===== config.mk =====
export PLATFORM = sky130hd
export DESIGN_NAME = bytecode_stack_machine_core
export DESIGN_NICKNAME = d
export VERILOG_FILES = /design/src/bsm_pkg.sv /design/src/bytecode_stack_machine_core.sv
export SDC_FILE = /design/constraint.sdc
export NUM_CORES = 2
export LEC_CHECK = 0
export BUFFER_PORTS_ARGS = -buffer_cell sky130_fd_sc_hd__clkbuf_2
export CAP_MARGIN = 20
export CELL_PAD_IN_SITES_DETAIL_PLACEMENT = 0
export CELL_PAD_IN_SITES_GLOBAL_PLACEMENT = 2
export CORE_ASPECT_RATIO = 0.5
export CORE_MARGIN = 4
export CORE_UTILIZATION = 44
export DETAILED_ROUTE_END_ITERATION = 16
export GPL_TIMING_DRIVEN = 0
export PLACE_DENSITY = 0.85
export SLEW_MARGIN = 20
export SYNTH_ARGS = -nofsm -noshare
export SYNTH_HDL_FRONTEND = slang
export SYNTH_SLANG_ARGS = --single-unit

===== constraint.sdc =====
create_clock -name clk -period 16.6 [get_ports clk]
set_input_delay 0.83 -clock clk [delete_from_list [all_inputs] [get_ports clk]]
set_output_delay 0.83 -clock clk [all_outputs]
set_load 0.05 [all_outputs]

===== src/bsm_pkg.sv =====
// bsm_pkg: transaction types and instruction, kind and error codes
// for the stack machine core; no dependencies
package bsm_pkg;

    // instruction codes
    localparam logic [2:0] MODE_PUSH      = 3'd0;
    localparam logic [2:0] MODE_PRINT_ALL = 3'd1;
    localparam logic [2:0] MODE_PRINT_TOP = 3'd2;
    localparam logic [2:0] MODE_POP       = 3'd3;
    localparam logic [2:0] MODE_SWAP      = 3'd4;
    localparam logic [2:0] MODE_ADD       = 3'd5;
    localparam logic [2:0] MODE_NOP       = 3'd6;

    // result kinds
    localparam logic [1:0] KIND_VALUE = 2'd0;
    localparam logic [1:0] KIND_NOP   = 2'd1;
    localparam logic [1:0] KIND_ERROR = 2'd2;

    // error codes
    localparam logic [2:0] ERR_NONE       = 3'd0;
    localparam logic [2:0] ERR_PRINT_EMPTY = 3'd1;
    localparam logic [2:0] ERR_POP_EMPTY  = 3'd2;
    localparam logic [2:0] ERR_SWAP_SHORT = 3'd3;
    localparam logic [2:0] ERR_ADD_SHORT  = 3'd4;
    localparam logic [2:0] ERR_OVERFLOW   = 3'd5;
    localparam logic [2:0] ERR_HALTED     = 3'd6;

    typedef struct packed {
        logic [2:0]         mode;
        logic signed [31:0] push_value;
    } cmd_t;

    typedef struct packed {
        logic [1:0]         kind;
        logic signed [31:0] out_value;
        logic [2:0]         error_code;
        logic               last;
    } rsp_t;

endpackage


===== src/bytecode_stack_machine_core.sv =====
// bytecode_stack_machine_core: one instruction per command transaction,
// operands kept in a single-port-read synchronous stack memory
// depends on bsm_pkg
// push, pop, nop, errors and the unused code are done in S_IDLE; print top reads, then
//   answers in S_TOP; add and swap read the top, the second in S_SECOND, and write in
//   S_ADD_W or S_SWAP_W and S_SWAP_W2; print all answers in S_DUMP, one result a cycle
//   when not stalled; reset clears depth, halt flag, sequencer and result valid flag;
//   stack words are left unknown, only entries below the depth are ever read
module bytecode_stack_machine_core #(
    parameter int STACK_DEPTH = 64
) (
    input  logic          clk,
    input  logic          rst_n,
    input  logic          cmd_valid,
    output logic          cmd_stall,
    input  bsm_pkg::cmd_t cmd,
    output logic          rsp_valid,
    input  logic          rsp_stall,
    output bsm_pkg::rsp_t rsp
);

    localparam int AW = (STACK_DEPTH > 1) ? $clog2(STACK_DEPTH) : 1;
    localparam int DW = $clog2(STACK_DEPTH + 1);

    // sequencer states
    localparam logic [2:0] S_IDLE   = 3'd0;
    localparam logic [2:0] S_TOP    = 3'd1;  // print top, read data arriving
    localparam logic [2:0] S_DUMP   = 3'd2;  // print all, one element a cycle when not stalled
    localparam logic [2:0] S_SECOND = 3'd3;  // top arrived, fetch the one below
    localparam logic [2:0] S_SWAP_W = 3'd4;  // write second into top slot
    localparam logic [2:0] S_SWAP_W2 = 3'd5; // write old top into second slot
    localparam logic [2:0] S_ADD_W  = 3'd6;  // write the sum, drop one

    // stack memory, one write and one registered read per cycle
    logic [31:0]   stack_mem [STACK_DEPTH];
    logic [31:0]   rd_data_reg;
    logic          mem_we;
    logic [AW-1:0] mem_waddr;
    logic [31:0]   mem_wdata;
    logic          mem_re;
    logic [AW-1:0] mem_raddr;

    logic [2:0]    state_reg, state_next;
    logic [DW-1:0] depth_reg, depth_next;
    logic          halted_reg, halted_next;
    logic          is_add_reg, is_add_next;
    logic [AW-1:0] ptr_reg, ptr_next;
    logic [31:0]   top_reg, top_next;
    logic          rsp_valid_reg, rsp_valid_next;
    bsm_pkg::rsp_t rsp_reg, rsp_next;

    logic          out_free;
    logic          accept;
    logic          load_rsp;
    bsm_pkg::rsp_t load_data;
    logic [DW-1:0] depth_m1;
    logic [DW-1:0] depth_m2;

    // the result slot can take a new transaction when empty or being drained
    assign out_free  = !rsp_valid_reg || !rsp_stall;
    assign cmd_stall = !((state_reg == S_IDLE) && out_free);
    assign accept    = cmd_valid && !cmd_stall;
    assign depth_m1  = depth_reg - DW'(1);
    assign depth_m2  = depth_reg - DW'(2);

    always_comb
    begin
        state_next  = state_reg;
        depth_next  = depth_reg;
        halted_next = halted_reg;
        is_add_next = is_add_reg;
        ptr_next    = ptr_reg;
        top_next    = top_reg;
        mem_we      = 1'b0;
        mem_waddr   = depth_reg[AW-1:0];
        mem_wdata   = cmd.push_value;
        mem_re      = 1'b0;
        mem_raddr   = depth_m1[AW-1:0];
        load_rsp    = 1'b0;
        load_data   = '{kind: bsm_pkg::KIND_ERROR, out_value: 32'sd0,
                        error_code: bsm_pkg::ERR_NONE, last: 1'b1};

        unique case (state_reg)
            S_IDLE:
            begin
                if (accept)
                begin
                    if (halted_reg)
                    begin
                        // halted: every command answers with the halted error
                        load_rsp             = 1'b1;
                        load_data.error_code = bsm_pkg::ERR_HALTED;
                    end
                    else
                    begin
                        unique case (cmd.mode) inside
                            bsm_pkg::MODE_PUSH:
                            begin
                                if (depth_reg == DW'(STACK_DEPTH))
                                begin
                                    load_rsp             = 1'b1;
                                    load_data.error_code = bsm_pkg::ERR_OVERFLOW;
                                    halted_next          = 1'b1;
                                end
                                else
                                begin
                                    mem_we     = 1'b1;
                                    depth_next = depth_reg + DW'(1);
                                end
                            end
                            bsm_pkg::MODE_PRINT_ALL:
                            begin
                                // empty stack prints nothing
                                if (depth_reg != '0)
                                begin
                                    mem_re     = 1'b1;
                                    ptr_next   = depth_m1[AW-1:0];
                                    state_next = S_DUMP;
                                end
                            end
                            bsm_pkg::MODE_PRINT_TOP:
                            begin
                                if (depth_reg == '0)
                                begin
                                    load_rsp             = 1'b1;
                                    load_data.error_code = bsm_pkg::ERR_PRINT_EMPTY;
                                    halted_next          = 1'b1;
                                end
                                else
                                begin
                                    mem_re     = 1'b1;
                                    state_next = S_TOP;
                                end
                            end
                            bsm_pkg::MODE_POP:
                            begin
                                if (depth_reg == '0)
                                begin
                                    load_rsp             = 1'b1;
                                    load_data.error_code = bsm_pkg::ERR_POP_EMPTY;
                                    halted_next          = 1'b1;
                                end
                                else
                                begin
                                    depth_next = depth_m1;
                                end
                            end
                            bsm_pkg::MODE_SWAP, bsm_pkg::MODE_ADD:
                            begin
                                if (depth_reg < DW'(2))
                                begin
                                    load_rsp             = 1'b1;
                                    load_data.error_code =
                                        (cmd.mode == bsm_pkg::MODE_ADD) ?
                                        bsm_pkg::ERR_ADD_SHORT : bsm_pkg::ERR_SWAP_SHORT;
                                    halted_next          = 1'b1;
                                end
                                else
                                begin
                                    mem_re      = 1'b1;
                                    is_add_next = (cmd.mode == bsm_pkg::MODE_ADD);
                                    state_next  = S_SECOND;
                                end
                            end
                            bsm_pkg::MODE_NOP:
                            begin
                                load_rsp       = 1'b1;
                                load_data.kind = bsm_pkg::KIND_NOP;
                            end
                            default:
                            begin
                                // unused code: no result, no change
                            end
                        endcase
                    end
                end
            end
            S_TOP:
            begin
                if (out_free)
                begin
                    load_rsp            = 1'b1;
                    load_data.kind      = bsm_pkg::KIND_VALUE;
                    load_data.out_value = rd_data_reg;
                    state_next          = S_IDLE;
                end
            end
            S_DUMP:
            begin
                // read data holds while the result slot is busy
                if (out_free)
                begin
                    load_rsp            = 1'b1;
                    load_data.kind      = bsm_pkg::KIND_VALUE;
                    load_data.out_value = rd_data_reg;
                    load_data.last      = (ptr_reg == '0);
                    if (ptr_reg == '0)
                    begin
                        state_next = S_IDLE;
                    end
                    else
                    begin
                        mem_re    = 1'b1;
                        mem_raddr = ptr_reg - AW'(1);
                        ptr_next  = ptr_reg - AW'(1);
                    end
                end
            end
            S_SECOND:
            begin
                top_next   = rd_data_reg;
                mem_re     = 1'b1;
                mem_raddr  = depth_m2[AW-1:0];
                state_next = is_add_reg ? S_ADD_W : S_SWAP_W;
            end
            S_SWAP_W:
            begin
                mem_we     = 1'b1;
                mem_waddr  = depth_m1[AW-1:0];
                mem_wdata  = rd_data_reg;
                state_next = S_SWAP_W2;
            end
            S_SWAP_W2:
            begin
                mem_we     = 1'b1;
                mem_waddr  = depth_m2[AW-1:0];
                mem_wdata  = top_reg;
                state_next = S_IDLE;
            end
            S_ADD_W:
            begin
                // sum wraps modulo 2^32
                mem_we     = 1'b1;
                mem_waddr  = depth_m2[AW-1:0];
                mem_wdata  = rd_data_reg + top_reg;
                depth_next = depth_m1;
                state_next = S_IDLE;
            end
            default:
            begin
                state_next = S_IDLE;
            end
        endcase

        // result register: load, or drain when taken
        rsp_next       = rsp_reg;
        rsp_valid_next = rsp_valid_reg;
        if (load_rsp)
        begin
            rsp_next       = load_data;
            rsp_valid_next = 1'b1;
        end
        else if (out_free)
        begin
            rsp_valid_next = 1'b0;
        end
    end

    // stack memory
    always_ff @(posedge clk)
    begin
        if (mem_we)
        begin
            stack_mem[mem_waddr] <= mem_wdata;
        end
        if (mem_re)
        begin
            rd_data_reg <= stack_mem[mem_raddr];
        end
    end

    // control state
    always_ff @(posedge clk or negedge rst_n)
    begin
        if (!rst_n)
        begin
            state_reg     <= S_IDLE;
            depth_reg     <= '0;
            halted_reg    <= 1'b0;
            rsp_valid_reg <= 1'b0;
        end
        else
        begin
            state_reg     <= state_next;
            depth_reg     <= depth_next;
            halted_reg    <= halted_next;
            rsp_valid_reg <= rsp_valid_next;
        end
    end

    // payload and scratch registers
    always_ff @(posedge clk)
    begin
        is_add_reg <= is_add_next;
        ptr_reg    <= ptr_next;
        top_reg    <= top_next;
        rsp_reg    <= rsp_next;
    end

    assign rsp_valid = rsp_valid_reg;
    assign rsp       = rsp_reg;

endmodule


# After elaboration in Yosys (flattened, before gate mapping)
# Memory sizes are Yosys's and may differ from the RTL's. A register that Yosys moved wholly into a read port is not among the register bits.
# Cells that the tools add are included.
# totals
memories,1
regBits,89
ramBits,2048
word_cells,147
input_bits,39
# op_classes
n_mux,69
magnitude_cmp,1
add_sub_neg,5
eq_ne,28
n_bitwise,4
n_reduce_logical,27
# memory_table
memory,words,word_bits,read_ports,rd_ports_with_merged_regs,write_ports,line,text
stack_mem,64,32,1,1,1,bytecode_stack_machine_core.sv:35,logic [31:0] stack_mem [STACK_DEPTH];
# ops
operator,count
case mux 32 bit (3 select lines),1
two-way mux 6 bit,8
two-way mux 3 bit,12
case mux 6 bit (2 select lines),3
two-way mux 34 bit,1
adder 32 bit,1
two-way mux 7 bit,4
case mux 7 bit (2 select lines),2
two-way mux 1 bit,23
equality test 3 bit (second input constant),6
case mux 3 bit (5 select lines),1
equality test 3 x 2 -> 1 bit (second input constant),4
inequality test 2 bit (second input constant),6
inequality test 3 bit (second input constant),4
case mux 3 bit (4 select lines),1
two-way mux 2 bit,5
case mux 1 bit (3 select lines),3
case mux 3 bit (3 select lines),1
AND reduction 9 bit,1
OR reduction 2 bit,4
adder 7 x 1 -> 7 bit (second input constant),1
equality test 7 bit (second input constant),1
zero test 7 bit,1
less-than comparator 7 x 2 -> 1 bit (second input constant),1
other kinds (24),39

# Depth between registers and ports, before layout
# logic_depth
depth_word,8
ltp_mapped,17

# Worst setup path before layout
# Ideal clock, no wire load.
# synth_timing
path_kind,register -> register
start,"reg rd_data_reg[0], read port of stack_mem"
end,mem stack_mem[0][22] (data pin)
path_slack_ps,10747
t_arrival_ps,5114
required_time_ps,15861
n_path_buf,0
path_stages_with_launch,13
synth_period_minus_slack_ps,5853
cell_sequence,edfxtp_1 ha_1 inv_1 fa_1 nor2b_1 o31ai_1 a21oi_1 a221oi_1 o211ai_1 nand2_1 xnor2_1 mux2i_1 a221oi_1
# synth_via
elab_chain_len,2
# synth_rtl
item,line,text
start: declaration,bytecode_stack_machine_core.sv:36,logic [31:0] rd_data_reg;
adder 32 bit,bytecode_stack_machine_core.sv:235,mem_wdata = rd_data_reg + top_reg;
case mux 32 bit (3 select lines),bytecode_stack_machine_core.sv:83,unique case (state_reg)
net mem_wdata[22],bytecode_stack_machine_core.sv:39,logic [31:0] mem_wdata;
end: declaration,bytecode_stack_machine_core.sv:35,
# The timed path passes the listed nets, and every way through them passes these cells.

# Worst setup path after layout
# layout_timing
start,reg ptr_reg[0]
end,"reg rd_data_reg[17], read port of stack_mem (data pin)"
# layout_via
elab_chain_len,4
elab_cells_between_ends,8
classes_between,add/sub (1); mux (6); reduce/logical (1)
# layout_rtl
item,line,text
start: declaration,bytecode_stack_machine_core.sv:47,"logic [AW-1:0] ptr_reg, ptr_next;"
start signal: assignment,bytecode_stack_machine_core.sv:295,ptr_reg <= ptr_next;
subtractor 6 x 1 -> 6 bit / zero test 6 bit (equally long branches),"bytecode_stack_machine_core.sv:204, bytecode_stack_machine_core.sv:197",
two-way mux 6 bit / two-way mux 1 bit (equally long branches),bytecode_stack_machine_core.sv:197,if (ptr_reg == '0)
two-way mux 6 bit / two-way mux 1 bit (equally long branches),bytecode_stack_machine_core.sv:191,if (out_free)
case mux 6 bit (2 select lines) / case mux 1 bit (3 select lines) (equally long branches),bytecode_stack_machine_core.sv:83,
# Parallel ways exist; a longest one is shown, timed or not.
# A chain may end at the register's enable or synchronous reset.

==> results.txt <==
* Standard-cell rows: 114
- The initial antenna violation count is 15.
* Routed via count: 54500
* Filler instances: 15600
* Sinks on the clock net: 2169
* Startpoint type of the worst setup path: register
- Ys Warns: 0
* Netlist area before placement: 86200 um2
- Arrival time worst endpoint: 6.83 ns
- Number of setup violations in the final report: 0
- The sequential cells in the finished layout cover a total of 65100 um2.
* Layout Cells excl Fill: 9007
* Leak: 33.6 nW
* Post-Route Utilization: 51.7%
- For this run, the top clock speed supported by timing is 159 MHz.
- Number of flops mapped to enable cells by yosys: 2157
- The critical path goes through inv_1 > ha_1 > or3b_1 > nor3_2 > nor3_4 > inv_2 > o22ai_1 > a21oi_1 > buf_4 > buf_4 > buf_4 > buf_4 > buf_2 > nand2_1 > a32oi_1 > nand4_1 > a221oi_2.
* CTS tree: yes
- Setup slack after placement: 10.34 ns
- On the final layout, the worst hold slack is 0.445 ns.
* Master of the slowest instance on the critical path: sky130_fd_sc_hd__a221oi_2
- The critical path in this run is classified as reg2reg.
- Die ar.: 203000 um2
* Pin count of the biggest net entering global routing: 65
* Post-route standard cell area excluding fillers: 100000 um2
- Y dimension of the die: 321 um
- For this block, the initial DRC count from the detailed router was 8003.
- Synthesis produced a netlist with a net count of 5883.
- DP HPWL: 192000 um
* Port-buffer cells: 77
- Along the worst path, the maximum fanout reaches 10.
- Across the run, the number of max-cap violations was 0.
* TritonCTS buffer count: 191
- After detailed routing, the number of remaining DRC violations is 0.
- Cell Pwr Density: 213 nW/um2
* CTS Root Buffer Type: sky130_fd_sc_hd__clkbuf_16
* First-pass detailed-route iteration total: 8
- Global-route wire length before repair: 379000 um
- Run status: finished clean
* TNS Setup: 0 ns
* Total of cells resized after clock tree synthesis: 0
- Counting both buffers and inverters, the worst setup path holds a total of 7.
- Layout net count: 6311
- Width of the chip: 634 um
- Hold buffer count at CTS: 1
- Element type at the critical path end: register
* Fin crit period: 6.29 ns
- Post-CTS timing repair inserted 0 buffers for setup.
* Share of synthesized area occupied by flip-flops and latches: 75.5%
* Top cell family by delay on the critical path: buffers and inverters
* CTS clk-pin slew, worst paths: 0.06 ns
- Flip-flop count of the largest register, all copies and words added: 2048
- Max-slew violation count: 0
- Cell count after synthesis: 5806
- Total overflow reported by the global router: 0
* Number of distinct library cells after synthesis: 69
- Effective utilization at floorplan: 44.4%
* #FFs+latches synth: 2169
- Placer Congestion: 0.913
- Growth of design area from synthesis to finish: 16.3%
* Async SR Flop Fraction: 0.553%
* Unrepaired setup endpoints after global routing: no
- Hold Violations, Final: 0
- DR WL/cell: 30.1 um
- The worst hold path belongs to the class in2reg.
* Clock insertion delay at the later pin of the skew report: 0.83 ns
* Overall power of the completed layout: 21.4 mW
- Depth of the CTS H-tree: 4
* Total length of routed wires: 271000 um
- Area used by multi-input combinational logic: 20300 um2
- The clock passes through at most 3 buffers.
- Most used cell along the critical path: sky130_fd_sc_hd__buf_4
* DP Area: 94300 um2
* Most frequent standard cell in the layout excluding fill and tap cells: sky130_fd_sc_hd__edfxtp_1
- In this run the mean area of a mapped cell was 14.8 um2.
* Vias in the first global route: 51900
- Required time at the worst-slack endpoint: 17.14 ns
* Area inside the core boundary: 194000 um2
- IR analysis of the VDD net gives a maximum drop of 0.146 mV.
- Number of cells after detailed placement: 8649
- Routed via count divided by cell count: 6.05
- Setup slack on the worst reg-to-reg path comes out at 10.31 ns.
* Highest cell delay on the worst timing path: 0.78 ns
- Setup slack on the critical path of the routed design comes to 10.31 ns.
- The most used flip-flop cell after synthesis is sky130_fd_sc_hd__edfxtp_1.
- Worst slew margin: 17.0%
* Final period utilization: 37.9%
- The detail route stage leaves a number of antenna-violating nets equal to 0.
- Clock skew on the completed layout was measured at 0.0336 ns.
- At the pin with the least slew margin, the transition time is 1.25 ns.
- GRT Resource Usage Total: 26.1%
- Top library cells by usage in the layout, fill and taps aside: 2157 x sky130_fd_sc_hd__edfxtp_1, 1358 x sky130_fd_sc_hd__nand2_1, 399 x sky130_fd_sc_hd__mux2i_1, 385 x sky130_fd_sc_hd__a32oi_1, 275 x sky130_fd_sc_hd__nand3_1
* Fraction of layout cells with a size suffix above 1: 12.3%
* Number of primary I/O pins: 79
[final timing paths]
kind	startpoint	endpoint	cells past startpoint
min reg2reg	rd_data_reg[14]	top_reg[14]	0
max reg2reg	ptr_reg[0]	rd_data_reg[17]	17
max	ptr_reg[0]	rd_data_reg[17]	17
min	cmd[27]	stack_mem[30][27]	2
min in group asynchronous	rst_n	state_reg[2]	2
max in group asynchronous	rst_n	halted_reg	2
[synth_stat cells, types with 33 or more instances]
cell type                  instances  share of area [%]
sky130_fd_sc_hd__edfxtp_1       2157                 75
sky130_fd_sc_hd__nand2_1        1359                5.9
sky130_fd_sc_hd__mux2i_1         399                4.6
sky130_fd_sc_hd__a32oi_1         385                3.9
sky130_fd_sc_hd__nand3_1         275                1.6
sky130_fd_sc_hd__clkbuf_1        207               0.90
sky130_fd_sc_hd__nor2_1          149               0.65
sky130_fd_sc_hd__a31oi_1         136               0.99
sky130_fd_sc_hd__buf_2            98               0.57
sky130_fd_sc_hd__a21oi_1          86               0.50
sky130_fd_sc_hd__nand4_1          73               0.53
sky130_fd_sc_hd__o21ai_0          42               0.24
sky130_fd_sc_hd__and2_1           40               0.29
sky130_fd_sc_hd__ha_1             37               0.54
sky130_fd_sc_hd__or4_1            33               0.29
[metal layers]
metal	global-route usage, %	share of wire (%)
met2	39.6	44
met5	0	0.022
met3	6.92	12
met1	36.1	40
met4	10.6	4.4
[final cells by class]
type                            count  share of cell area, %
Inverter                           27                  0.101
Clock inverter                    114                  0.962
Buffer                            352                   1.60
Antenna cell                        1                0.00250
Tap cell                         2610                   3.26
Timing Repair Buffer              235                   3.91
Multi-Input combinational cell   3258                   20.3
Sequential cell                  2169                   64.9
Clock buffer                      241                   5.04
[power by group]
part | internal, mW | switching [mW]
clock network | 2.37 | 2.00
logic | 2.75 | 7.82
registers | 6.30 | 0.119
[cells by family after synthesis]
| group | share of synthesized area (%) |
|---|---|
| multiplexers | 4.76 |
| flip-flops | 75.5 |
| adder cells (fa/ha/maj) | 0.560 |
| AO/OA/AOI/OAI | 7.08 |
| buffers and inverters | 1.97 |
| AND/OR/NAND/NOR | 9.77 |
| XOR/XNOR | 0.366 |
(Power assumes the default switching activity.)
